**src/stepper_speed_ramp_period_unit_assert.svh**
```systemverilog
`ifndef STEPPER_SPEED_RAMP_PERIOD_UNIT_ASSERT_SVH
`define STEPPER_SPEED_RAMP_PERIOD_UNIT_ASSERT_SVH
// implication checked at every edge outside reset
`define SSR_ASSERT_IMP(label, ante, cons) \
  label: assert property (@(posedge clk) disable iff (rst) (ante) |-> (cons)) \
    else $error("assertion failed");
// implication whose consequent is checked in the following cycle
`define SSR_ASSERT_NEXT(label, ante, cons) \
  label: assert property (@(posedge clk) disable iff (rst) (ante) |=> (cons)) \
    else $error("assertion failed");
`endif

```
**src/ssr_pkg.sv**
```systemverilog
package ssr_pkg;
  localparam int RELOAD_BITS = 23;
  localparam int SPEED_BITS = 12;
  localparam logic [RELOAD_BITS-1:0] RELOAD_MAX = 23'd8388607;
  localparam int TICKS_PER_US = 80;
  localparam logic [26:0] SPS_RECIP = 27'd71582789;

  localparam logic [2:0] FUNC_TICK = 3'd0;
  localparam logic [2:0] FUNC_TARGET = 3'd1;
  localparam logic [2:0] FUNC_DIR = 3'd2;
  localparam logic [2:0] FUNC_START = 3'd3;
  localparam logic [2:0] FUNC_STOP = 3'd4;
  localparam logic [2:0] FUNC_ESTOP = 3'd5;
  localparam logic [2:0] FUNC_EXPIRE = 3'd6;

  localparam logic [2:0] REG_SOFT = 3'd0;
  localparam logic [2:0] REG_ACCEL = 3'd1;
  localparam logic [2:0] REG_SPR = 3'd2;
  localparam logic [2:0] REG_MIN = 3'd3;
  localparam logic [2:0] REG_MAX = 3'd4;

  typedef enum logic [2:0] {
    ST_IDLE, ST_RAMP, ST_RDIV, ST_SPS, ST_SDIV, ST_PDIV, ST_DONE, ST_OUT
  } state_t;

  typedef struct packed {
    logic take;
    logic ramp_load;
    logic ramp_apply;
    logic sps_load;
    logic period_load;
    logic period_apply;
    logic div_start;
    logic out_load;
  } ctrl_t;

  typedef struct packed {
    logic need_ramp;
    logic need_speed;
    logic div_busy;
  } stat_t;
endpackage

```
**src/ssr_div.sv**
```systemverilog
module ssr_div (
  input  logic        clk,
  input  logic        rst,
  input  logic        start,
  input  logic [31:0] dividend,
  input  logic [31:0] divisor,
  output logic        busy,
  output logic [31:0] quotient
);
  logic [31:0] rem;
  logic [31:0] den;
  logic [5:0]  count;
  logic [32:0] trial;

  assign trial = {rem[31:0], quotient[31]} - {1'b0, den};

  always_ff @(posedge clk) begin
    if (rst) begin
      busy <= 1'b0;
      count <= '0;
    end else if (start) begin
      busy <= 1'b1;
      count <= 6'd32;
      rem <= '0;
      quotient <= dividend;
      den <= divisor;
    end else if (busy) begin
      if (!trial[32]) begin
        rem <= trial[31:0];
        quotient <= {quotient[30:0], 1'b1};
      end else begin
        rem <= {rem[30:0], quotient[31]};
        quotient <= {quotient[30:0], 1'b0};
      end
      count <= count - 6'd1;
      if (count == 6'd1) begin
        busy <= 1'b0;
      end
    end
  end
endmodule

```
**src/ssr_ctrl.sv**
```systemverilog
module ssr_ctrl (
  input  logic            clk,
  input  logic            rst,
  input  logic            in_valid,
  output logic            in_stall,
  input  logic            out_stall,
  output logic            out_valid,
  input  ssr_pkg::stat_t  stat,
  output ssr_pkg::ctrl_t  ctrl
);
  ssr_pkg::state_t state;
  ssr_pkg::state_t state_next;

  always_ff @(posedge clk) begin
    if (rst) begin
      state <= ssr_pkg::ST_IDLE;
    end else begin
      state <= state_next;
    end
  end

  always_comb begin
    state_next = state;
    case (state)
      ssr_pkg::ST_IDLE: begin
        if (in_valid) state_next = ssr_pkg::ST_RAMP;
      end
      ssr_pkg::ST_RAMP: begin
        if (stat.need_ramp) state_next = ssr_pkg::ST_RDIV;
        else if (stat.need_speed) state_next = ssr_pkg::ST_SPS;
        else state_next = ssr_pkg::ST_DONE;
      end
      ssr_pkg::ST_RDIV: begin
        if (!stat.div_busy) state_next = ssr_pkg::ST_SPS;
      end
      ssr_pkg::ST_SPS: state_next = ssr_pkg::ST_SDIV;
      ssr_pkg::ST_SDIV: state_next = ssr_pkg::ST_PDIV;
      ssr_pkg::ST_PDIV: begin
        if (!stat.div_busy) state_next = ssr_pkg::ST_DONE;
      end
      ssr_pkg::ST_DONE: state_next = ssr_pkg::ST_OUT;
      ssr_pkg::ST_OUT: begin
        if (!out_stall) state_next = ssr_pkg::ST_IDLE;
      end
      default: state_next = ssr_pkg::ST_IDLE;
    endcase
  end

  always_comb begin
    ctrl = '0;
    in_stall = 1'b1;
    out_valid = 1'b0;
    case (state)
      ssr_pkg::ST_IDLE: begin
        in_stall = 1'b0;
        ctrl.take = in_valid;
      end
      ssr_pkg::ST_RAMP: begin
        ctrl.ramp_load = stat.need_ramp;
        ctrl.div_start = stat.need_ramp;
      end
      ssr_pkg::ST_RDIV: ctrl.ramp_apply = !stat.div_busy;
      ssr_pkg::ST_SPS: ctrl.sps_load = 1'b1;
      ssr_pkg::ST_SDIV: begin
        ctrl.div_start = 1'b1;
        ctrl.period_load = 1'b1;
      end
      ssr_pkg::ST_PDIV: ctrl.period_apply = !stat.div_busy;
      ssr_pkg::ST_DONE: ctrl.out_load = 1'b1;
      ssr_pkg::ST_OUT: out_valid = 1'b1;
      default: ;
    endcase
  end
endmodule

```
**src/ssr_dp.sv**
```systemverilog
module ssr_dp (
  input  logic            clk,
  input  logic            rst,
  input  ssr_pkg::ctrl_t  ctrl,
  output ssr_pkg::stat_t  stat,
  input  logic [2:0]      func,
  input  logic [15:0]     rpm_value,
  input  logic            soft_flag,
  input  logic            cw_flag,
  input  logic            cfg_we,
  input  logic [2:0]      cfg_index,
  input  logic [15:0]     cfg_data,
  output logic [22:0]     reload_ticks,
  output logic            driver_enable,
  output logic            dir_level,
  output logic            step_level,
  output logic            running_flag,
  output logic [11:0]     current_rpm
);
  logic        soft_en;
  logic [15:0] accel;
  logic [15:0] spr;
  logic [11:0] min_rpm;
  logic [11:0] max_rpm;
  logic        running, stopping, direction, enable_level, step_state;
  logic [11:0] cur_speed, target_speed, from_speed;
  logic [15:0] elapsed;
  logic [22:0] reload_value;
  logic        speed_dirty;
  logic        ramp_neg;
  logic        ramp_done;
  logic [27:0] ramp_prod;
  logic [27:0] prod_q;
  logic [52:0] sps_prod;
  logic [31:0] sps;
  logic [31:0] div_a, div_b, div_q;
  logic        div_busy;
  logic [12:0] diff;
  logic [11:0] diff_mag;
  logic [15:0] el_next;
  logic [27:0] speed_prod;
  logic [19:0] half_us;
  logic [27:0] ticks;
  logic signed [16:0] rv;

  assign diff = {1'b0, target_speed} - {1'b0, from_speed};
  assign diff_mag = diff[12] ? 12'(-diff) : diff[11:0];
  assign el_next = (elapsed == 16'hFFFF) ? elapsed : elapsed + 16'd1;
  assign speed_prod = 28'(cur_speed) * 28'(spr);
  // divide by 60: drop two bits, then multiply by the reciprocal of 15
  assign sps_prod = 53'(prod_q[27:2]) * 53'(ssr_pkg::SPS_RECIP);
  assign sps = 32'(sps_prod[52:30]);
  assign half_us = 20'(div_q >> 1);
  assign ticks = 28'(half_us < 20'd2 ? 20'd2 : half_us) * 28'(ssr_pkg::TICKS_PER_US);
  assign rv = 17'(signed'(rpm_value));

  ssr_div u_div (
    .clk(clk), .rst(rst), .start(ctrl.div_start), .dividend(div_a),
    .divisor(div_b), .busy(div_busy), .quotient(div_q)
  );

  always_comb begin
    div_a = 32'(ramp_prod);
    div_b = 32'(accel);
    if (ctrl.period_load) begin
      div_a = 32'd1000000;
      div_b = (sps == 32'd0) ? 32'd1 : sps;
    end
  end

  assign stat.div_busy = div_busy;
  assign stat.need_ramp = speed_dirty && !ramp_done;
  assign stat.need_speed = speed_dirty;

  always_ff @(posedge clk) begin
    if (rst) begin
      soft_en <= 1'b1;
      accel <= 16'd1000;
      spr <= 16'd1600;
      min_rpm <= '0;
      max_rpm <= 12'd300;
      running <= 1'b0;
      stopping <= 1'b0;
      cur_speed <= '0;
      target_speed <= '0;
      from_speed <= '0;
      elapsed <= '0;
      reload_value <= ssr_pkg::RELOAD_MAX;
      direction <= 1'b0;
      enable_level <= 1'b0;
      step_state <= 1'b0;
      speed_dirty <= 1'b0;
    end else begin
      if (cfg_we) begin
        case (cfg_index)
          ssr_pkg::REG_SOFT: soft_en <= cfg_data[0];
          ssr_pkg::REG_ACCEL: accel <= cfg_data;
          ssr_pkg::REG_SPR: spr <= cfg_data;
          ssr_pkg::REG_MIN: min_rpm <= cfg_data[11:0];
          ssr_pkg::REG_MAX: max_rpm <= cfg_data[11:0];
          default: ;
        endcase
      end
      if (ctrl.take) begin
        speed_dirty <= 1'b0;
        case (func)
          ssr_pkg::FUNC_TICK: begin
            if (running && soft_en) begin
              elapsed <= el_next;
              ramp_done <= (el_next >= accel);
              ramp_neg <= stopping ? 1'b1 : diff[12];
              ramp_prod <= 28'(stopping ? from_speed : diff_mag) * 28'(el_next);
              speed_dirty <= 1'b1;
              if (el_next >= accel) begin
                cur_speed <= stopping ? 12'd0 : target_speed;
              end
            end
          end
          ssr_pkg::FUNC_TARGET: begin
            if (rv < signed'(17'(min_rpm))) target_speed <= min_rpm;
            else if (rv > signed'(17'(max_rpm))) target_speed <= max_rpm;
            else target_speed <= rv[11:0];
          end
          ssr_pkg::FUNC_DIR: direction <= cw_flag;
          ssr_pkg::FUNC_START: begin
            if (target_speed != 12'd0) begin
              enable_level <= 1'b1;
              running <= 1'b1;
              stopping <= 1'b0;
              ramp_done <= 1'b1;
              speed_dirty <= 1'b1;
              if (soft_en) begin
                from_speed <= '0;
                elapsed <= '0;
                cur_speed <= '0;
              end else begin
                cur_speed <= target_speed;
              end
            end
          end
          ssr_pkg::FUNC_STOP: begin
            if (running) begin
              if (soft_flag && soft_en) begin
                stopping <= 1'b1;
                from_speed <= cur_speed;
                elapsed <= '0;
              end else begin
                running <= 1'b0;
                stopping <= 1'b0;
                enable_level <= 1'b0;
              end
            end
          end
          ssr_pkg::FUNC_ESTOP: begin
            running <= 1'b0;
            stopping <= 1'b0;
            enable_level <= 1'b0;
            cur_speed <= '0;
            target_speed <= '0;
            step_state <= 1'b0;
          end
          ssr_pkg::FUNC_EXPIRE: step_state <= ~step_state;
          default: ;
        endcase
      end
      if (ctrl.ramp_apply) begin
        if (ramp_neg) cur_speed <= from_speed - div_q[11:0];
        else cur_speed <= from_speed + div_q[11:0];
      end
      if (ctrl.sps_load) begin
        prod_q <= speed_prod;
      end
      if (ctrl.period_apply) begin
        reload_value <= (ticks > 28'(ssr_pkg::RELOAD_MAX)) ? ssr_pkg::RELOAD_MAX
                                                           : ticks[22:0];
      end
      if (ctrl.out_load) begin
        speed_dirty <= 1'b0;
        if (stopping && cur_speed == 12'd0 && speed_dirty) begin
          running <= 1'b0;
          stopping <= 1'b0;
          enable_level <= 1'b0;
        end
      end
    end
  end

  always_ff @(posedge clk) begin
    if (ctrl.out_load) begin
      reload_ticks <= reload_value;
      current_rpm <= cur_speed;
      dir_level <= direction;
      step_level <= step_state;
      driver_enable <= enable_level && !(stopping && cur_speed == 12'd0 && speed_dirty);
      running_flag <= running && !(stopping && cur_speed == 12'd0 && speed_dirty);
    end
  end
endmodule

```
**src/stepper_speed_ramp_period_unit.sv**
```systemverilog
// An event with no speed update goes from the ramp state straight to done and output;
// when the speed changes, the new period takes one pass through the serial divider,
// and a ramp step first divides by the ramp time in another pass through the same divider.
// One item at a time: the next item can enter in the cycle after the result is taken.
// Reset (rst, synchronous): config registers at defaults, motor stopped, internal reload at maximum.
module stepper_speed_ramp_period_unit (
  input  logic        clk,
  input  logic        rst,
  input  logic        in_valid,
  output logic        in_stall,
  input  logic [2:0]  func,
  input  logic [15:0] rpm_value,
  input  logic        soft_flag,
  input  logic        cw_flag,
  output logic        out_valid,
  input  logic        out_stall,
  output logic [22:0] reload_ticks,
  output logic        driver_enable,
  output logic        dir_level,
  output logic        step_level,
  output logic        running_flag,
  output logic [11:0] current_rpm,
  input  logic        cfg_valid,
  output logic        cfg_ready,
  input  logic [2:0]  cfg_index,
  input  logic [15:0] cfg_data
);
  ssr_pkg::ctrl_t ctrl;
  ssr_pkg::stat_t stat;

  assign cfg_ready = 1'b1;

  ssr_ctrl u_ctrl (
    .clk(clk), .rst(rst), .in_valid(in_valid), .in_stall(in_stall),
    .out_stall(out_stall), .out_valid(out_valid), .stat(stat), .ctrl(ctrl)
  );

  ssr_dp u_dp (
    .clk(clk), .rst(rst), .ctrl(ctrl), .stat(stat), .func(func),
    .rpm_value(rpm_value), .soft_flag(soft_flag), .cw_flag(cw_flag),
    .cfg_we(cfg_valid && cfg_ready), .cfg_index(cfg_index), .cfg_data(cfg_data),
    .reload_ticks(reload_ticks), .driver_enable(driver_enable),
    .dir_level(dir_level), .step_level(step_level),
    .running_flag(running_flag), .current_rpm(current_rpm)
  );

`include "stepper_speed_ramp_period_unit_assert.svh"
  `SSR_ASSERT_IMP(a_excl, out_valid, in_stall)
  `SSR_ASSERT_NEXT(a_take, ctrl.take, !out_valid)
  `SSR_ASSERT_IMP(a_run, out_valid && running_flag, driver_enable)
endmodule
```
**config.mk**
```make
export PLATFORM = sky130hd
export DESIGN_NAME = stepper_speed_ramp_period_unit
export DESIGN_NICKNAME = d
export VERILOG_FILES = /design/src/ssr_pkg.sv /design/src/ssr_div.sv /design/src/ssr_ctrl.sv /design/src/ssr_dp.sv /design/src/stepper_speed_ramp_period_unit.sv
export VERILOG_INCLUDE_DIRS = /design/src /design/src/src
export SDC_FILE = /design/constraint.sdc
export NUM_CORES = 2
export LEC_CHECK = 0
export BUFFER_PORTS_ARGS = -buffer_cell sky130_fd_sc_hd__buf_2
export CAP_MARGIN = 20
export CORE_MARGIN = 2
export CORE_UTILIZATION = 55
export CTS_BUF_LIST = sky130_fd_sc_hd__clkbuf_8
export DETAILED_ROUTE_END_ITERATION = 10
export GPL_TIMING_DRIVEN = 0
export PLACE_DENSITY = 0.71
export SYNTH_ARGS = -nofsm -noshare
export SYNTH_HDL_FRONTEND = slang
export SYNTH_HIERARCHICAL = 1
export SYNTH_SLANG_ARGS = --single-unit
```
**constraint.sdc**
```tcl
create_clock -name clk -period 18.7 [get_ports clk]
set_clock_uncertainty 0.1 [all_clocks]
set_input_delay 0 -clock clk [delete_from_list [all_inputs] [get_ports clk]]
set_output_delay 0 -clock clk [all_outputs]
set_load 0.01 [all_outputs]
```
Yosys cells after proc, flatten, opt, wreduce, memory -nomap -nowiden:

Cells that the tools add are included.

* bits in registers: 341
* bits in latches: 0
* memory bits (writable): 0
* bits in read-only memories: 0
* output and inout port bits: 42
* word-level logic and storage cells: 213
* memories: 0

* add/subtract/negate cells: 7
* $mul: 4
* divide/modulo/power cells: 0
* $lt $le $gt $ge: 5
* eq/ne operators: 31
* shift operators: 0
* mux-type cells: 84
* bitwise gates (word level): 3
* reduce and logical (&&, ||, !) cells: 44

Operator list (count)
* two-way mux 12 bit: 16
* two-way mux 16 bit: 8
* two-way mux 32 bit: 4
* multiplier 26 x 27 -> 53 bit, second input constant: 1
* one-hot mux 12 bit (2 select lines): 2
* one-hot mux 16 bit (3 select lines): 1
* one-hot mux 12 bit (3 select lines): 1
* two-way mux 1 bit: 33
* subtractor 33 x 32 -> 33 bit: 1
* zero test 32 bit: 1
* > comparator 28 x 23 -> 1 bit, second input constant: 1
* multiplier 12 x 16 -> 28 bit: 1
* multiplier 28 x 16 -> 28 bit: 1
* multiplier 28 x 3 -> 24 bit, second input constant: 1
* two-way mux 28 bit: 1
* equality test 3 bit, second input constant: 8
* one-hot mux 3 bit (8 select lines): 1
* two-way mux 23 bit: 1
* AND reduction 2 bit: 11
* < comparator 20 x 2 -> 1 bit, second input constant: 1
* two-way mux 20 bit: 1
* equality test 3 x 2 -> 1 bit, second input constant: 6
* two-way mux 3 bit: 6
* adder 16 x 1 -> 16 bit, second input constant: 1
* other kinds (31): 69

Longest topological paths before layout:

* depth in word-level cells: 8
* mapped depth: 38
* mapped depth without buffers: 36

Modules after synthesis:

Netlist, hierarchy kept.

By module, submodules not included
* ssr_dp: times used 1, cells an instance 3436, area each 30533.0 µm², seq. area each 5465.2 µm²
* ssr_div: times used 1, cells an instance 562, area each 6025.8 µm², seq. area each 3022.9 µm²
* ssr_ctrl: times used 1, cells an instance 41, area each 339.1 µm², seq. area each 60.1 µm²
* stepper_speed_ramp_period_unit: times used 1, cells an instance 2, area each 11.3 µm², seq. area each 0.0 µm²

Least setup slack after synthesis:

OpenSTA, ideal clock, no wires.

* path kind: reg-to-reg
* start: register u_dp.target_speed[0]
* end: register u_dp.ramp_prod[27], data pin
* library setup time: 0.260 ns
* data arrival time: 7.592 ns
* data required time: 18.340 ns
* slack: 10.748 ns
* cell stages (with the launch flop): 33
* buffers on the path: 1
* clock period less this slack: 7.952 ns
* path through: dfxtp_1 inv_1 ha_1 fa_1 nor2b_1 o21ai_1 a21boi_1 o21ai_0 a21oi_1 a31oi_1 a21oi_1 buf_2 nor2_1 xnor2_1 mux2i_1 nor2_1 fa_1 inv_1 fa_1 fa_1 fa_1 fa_1 inv_1 ha_1 a21o_1 a22o_1 o31ai_1 o21ai_0 and2_1 nor3_1 o21bai_1 a21oi_1 xnor2_1

* cells in the longest elaborated chain, start to end: 5

Ends and longest elaborated chain
* from (decl): RTL line ssr_dp.sv:26 `logic [11:0] cur_speed, target_speed, from_speed;`
* from (signal assigned): RTL line ssr_dp.sv:120 `if (rv < signed'(17'(min_rpm))) target_speed <= min_rpm;`
* from (signal assigned): RTL line ssr_dp.sv:121 `else if (rv > signed'(17'(max_rpm))) target_speed <= max_rpm;`
* from (signal assigned): RTL line ssr_dp.sv:122 `else target_speed <= rv[11:0];`
* subtractor 12 x 12 -> 13 bit *: RTL line ssr_dp.sv:46 `assign diff = {1'b0, target_speed} - {1'b0, from_speed};`
* negation 12 bit: RTL line ssr_dp.sv:47 `assign diff_mag = diff[12] ? 12'(-diff) : diff[11:0];`
* two-way mux 12 bit *: RTL line ssr_dp.sv:47
* two-way mux 12 bit *: RTL line ssr_dp.sv:112 `ramp_prod <= 28'(stopping ? from_speed : diff_mag) * 28'(el_next);`
* multiplier 28 x 16 -> 28 bit *: RTL line ssr_dp.sv:112
* to (signal assigned): RTL line ssr_dp.sv:112
* to (decl): RTL line ssr_dp.sv:32 `logic [27:0] ramp_prod;`

Mark *: on every way between the ends. The rest lies on a longest branch, timed or not.
A chain may end at the register's enable or synchronous reset.

Worst setup path after layout:

Same ends and word-level chain as after synthesis.

==> reports/qor.txt <==
Ys flop type = edfxtp_1
Core area = 0.06610 mm^2
TritonCTS Sinks = 333
Leak pwr = 18.19 nW
Top cell type's share of synthesized area = 20.50%
Slowest CP cell = mux2i_1
HP Class = in2reg
Antenna-violating nets left = 0
Wire length per cell = 18.58 um
Die area = 0.06920 mm^2
CP Capture Type = flip-flop
Buf/Inv on CP = 5
Area delta synth->final = 10.13%
Nets = 5151
Cell taking the most area after synthesis = fa_1
Crit path kind = reg2reg
IO Port Bufs = 84
Pre-CTS setup slack = 8976 ps
Clk root buf = clkbuf_8
Tcrit/Tclk final = 53.31%
Detailed Place HPWL = 77.15 mm
Die width = 263.1 um
FF-to-FF setup slack = 8730 ps
Pre-antenna DRT Iters = 5
Internal power = 2.574 mW
First-pass GRT wire length = 154.2 mm
Initial antenna violation count = 3
Clk Latency, worst-skew pair = 670 ps
Setup TNS after final layout = 0 ps
FMAX = 100.3 MHz
XOR/XNOR Fraction of Synth Area = 3.203%
Final setup violating endpoints = 0
Commonest non-fill, non-tap cells in the layout = inv_1 (594), nand2_1 (477), ha_1 (462)
Placement row count = 94
Detailed Route Iter0 Violations = 2276
CTS tree = built
Die height = 263.1 um
Clock share of power = 16.6%
Crit path max-delay family = adder cells
Fill cells = 5771
Library cells used by synthesis = 98
CP Launch Type = flip-flop
Synth Register Bits = 333
Status = completed
Sw Pwr = 2.316 mW
Slew @ Worst Pin = 1045 ps
Cell mode on critical path = fa_1
Post-Synth Simple-Gate Area = 15.65%
Total Routing Usage GR = 27.90%
Vias post-DR = 29180
Hold path depth = 3
Hold Buf Count CTS = 62
H-tree Lvls = 2
Complex-gate fraction of the synthesized area = 11.98%
WP depth = 33
Ratio of cells with drive above 1 in the final layout = 7.188%
Largest family of logic cells by synthesized area = adder cells
Largest net degree at the start of global routing = 34
# Max-Cap Violations = 0
Gate Count Post-Synth = 4041
Drc violations = 0
Most common library cell in the layout ignoring fill and taps = inv_1
Synth Area per Inst = 9.134 um^2
Initial core utilization = 55.84%
Hold EP = u_dp/target_speed[11]$_SDFFE_PP0P_
Top-level port count = 87
Reg clk slew, reported paths = 60 ps
Post-CTS setup buffer count = 0
Async SR Flop Fraction = 0%
CTS max path bufs = 3
Final WS setup = 8730 ps
RSZ-0062 raised after global routing = no
Warnings, synthesis = 6
Synth Area in Adders = 36.16%
PwrDens = 120.3 mW/mm^2
Fin crit period = 9970 ps
Sequential share of the synthesized area = 23.16%
Multiplexer share of the synthesized area = 1.875%
Crit-path max FO = 10
Combinational Power Share = 64.1%
Critical Path RT = 18970 ps
EDFF count, synth = 188
Flop pwr share = 19.3%
Overflow after GRT = 0
Post-Route WL = 96.25 mm
Vias in the first global route = 28950
Hold path start = rpm_value[11]
Worst r2r src = u_dp/target_speed[0]$_SDFFE_PP0P_
Main area contributors after synthesis = fa_1 (21%), ha_1 (16%), edfxtp_1 (15%), dfxtp_1 (7.9%), inv_1 (5.9%)
Crit-path max cell delay = 740 ps
Resized cells post-CTS = 0
Max-slew violations = 0
RD Place Congestion = 0.9738
CTS Buf Count = 59
R2r worst-path depth = 33
Arrival @ worst endpoint = 10240 ps
Post-Syn Area = 0.03691 mm^2
Final hold violation count = 0
DR vias/cell = 5.632
RR Endpoint = u_dp/ramp_prod[27]$_DFFE_PP_
Net Sw Frac = 47.37%
Slew headroom = 28.34%
Max VDD drop = 0.0001343 V
-- per-layer routing --
| layer | global-route usage, % | wire length (um) | vias to the layer above |
|---|---|---|---|
| met2 | 44.62 | 43330 | 922 |
| met1 | 39.24 | 43060 | 14120 |
| li1 | - | - | 13970 |
| met5 | 0 | 0 | - |
| met3 | 4.415 | 6970 | 168 |
| met4 | 8.108 | 2891 | 0 |
-- kinds of logic after synthesis --
family,count (synthesis)
AND/OR/NAND/NOR,1216
adder cells (fa/ha/maj),840
buffers and inverters,760
AO/OA/AOI/OAI,691
flip-flops,333
XOR/XNOR,135
multiplexers,64
other,2
-- worst reg2reg max path, delay by kind of cell, from the launching register on --
kind,cells,cell delay (ps)
flops,1,520
compound gates,12,2980
mux,1,740
fa+ha+maj,8,3450
buf+inv,5,760
xor+xnor,2,280
simple gates,5,850
-- flip-flops by register name (all words and copies together) (netlist names), 6 cells and up --
name,flops
u_dp/ramp_prod,28
u_dp/cur_speed,12
u_dp/current_rpm,12
u_dp/reload_value,20
u_dp/max_rpm,12
u_dp/u_div/quotient,32
u_dp/u_div/den,32
u_dp/elapsed,16
u_dp/reload_ticks,20
u_dp/prod_q,26
u_dp/accel,16
u_dp/u_div/count,6
u_dp/min_rpm,12
u_dp/u_div/rem,32
u_dp/spr,16
u_dp/target_speed,12
u_dp/from_speed,12
-- synth_stat cells (all sizes together) (14+ instances only) --
library cell,instances
inv,589
nand2,478
ha,462
fa,378
a21oi,249
nor2,237
edfxtp,188
o21ai,149
dfxtp,145
clkbuf,128
xnor2,100
and2,96
nand3,77
nor3,59
nor2b,57
a21o,41
mux2,38
and3,36
buf,36
nand2b,35
xor2,35
a211oi,28
o21a,27
mux2i,26
nand4,25
a31oi,24
or2,22
nor4,20
or3,19
o21bai,16
a22oi,15
a21boi,14
a22o,14
nand3b,14
o211ai,14
-- worst max-delay path by stage --
stage	end	start	slack, ps
after floorplan	u_dp/ramp_prod[27]$_DFFE_PP_	u_dp/target_speed[0]$_SDFFE_PP0P_	10750
after global placement	u_dp/ramp_prod[27]$_DFFE_PP_	u_dp/target_speed[0]$_SDFFE_PP0P_	9010
after detailed placement	u_dp/ramp_prod[27]$_DFFE_PP_	u_dp/target_speed[0]$_SDFFE_PP0P_	8980
after CTS	u_dp/ramp_prod[27]$_DFFE_PP_	u_dp/target_speed[0]$_SDFFE_PP0P_	8910
after global routing	u_dp/ramp_prod[27]$_DFFE_PP_	u_dp/target_speed[0]$_SDFFE_PP0P_	8130
final	u_dp/ramp_prod[27]$_DFFE_PP_	u_dp/target_speed[0]$_SDFFE_PP0P_	8730
-- power by group through the flow --
stage | clock, mW | sequential, mW | combinational, mW
3_3_place_gp | 0 | 0.962 | 3.03
4_1_cts | 0.824 | 0.944 | 3.09
3_5_place_dp | 0 | 0.958 | 3.05
2_1_floorplan | 0 | 0.940 | 2.26
6_report | 0.810 | 0.944 | 3.14
5_1_grt | 0.855 | 0.951 | 3.51
-- stage by stage --
stage	util [%]	instances	hold slack, ps	area, um^2	power (mW)
global route	61.49	5178	58.36	40640	5.320
floorplan	-	4053	-27.62	36950	3.198
global placement	58.18	5001	140.1	38460	3.996
finish	61.50	5181	50.45	40650	4.890
detailed placement	58.39	5007	153.6	38590	4.009
CTS	61.48	5177	8.846	40640	4.861
-- cell type report --
class / instances / area [um^2] / area share, %
tap: 864 / 1081 / 2.659
antenna: 4 / 10.01 / 0.02462
multi-input combinational: 2960 / 25500 / 62.72
timing repair buffer: 152 / 1154 / 2.838
clock inverter: 37 / 449.2 / 1.105
sequential: 333 / 8548 / 21.03
clock buffer: 71 / 977.2 / 2.404
buffer: 164 / 695.7 / 1.711
inverter: 596 / 2237 / 5.504
Note: power is estimated with default switching activity, not from simulation.
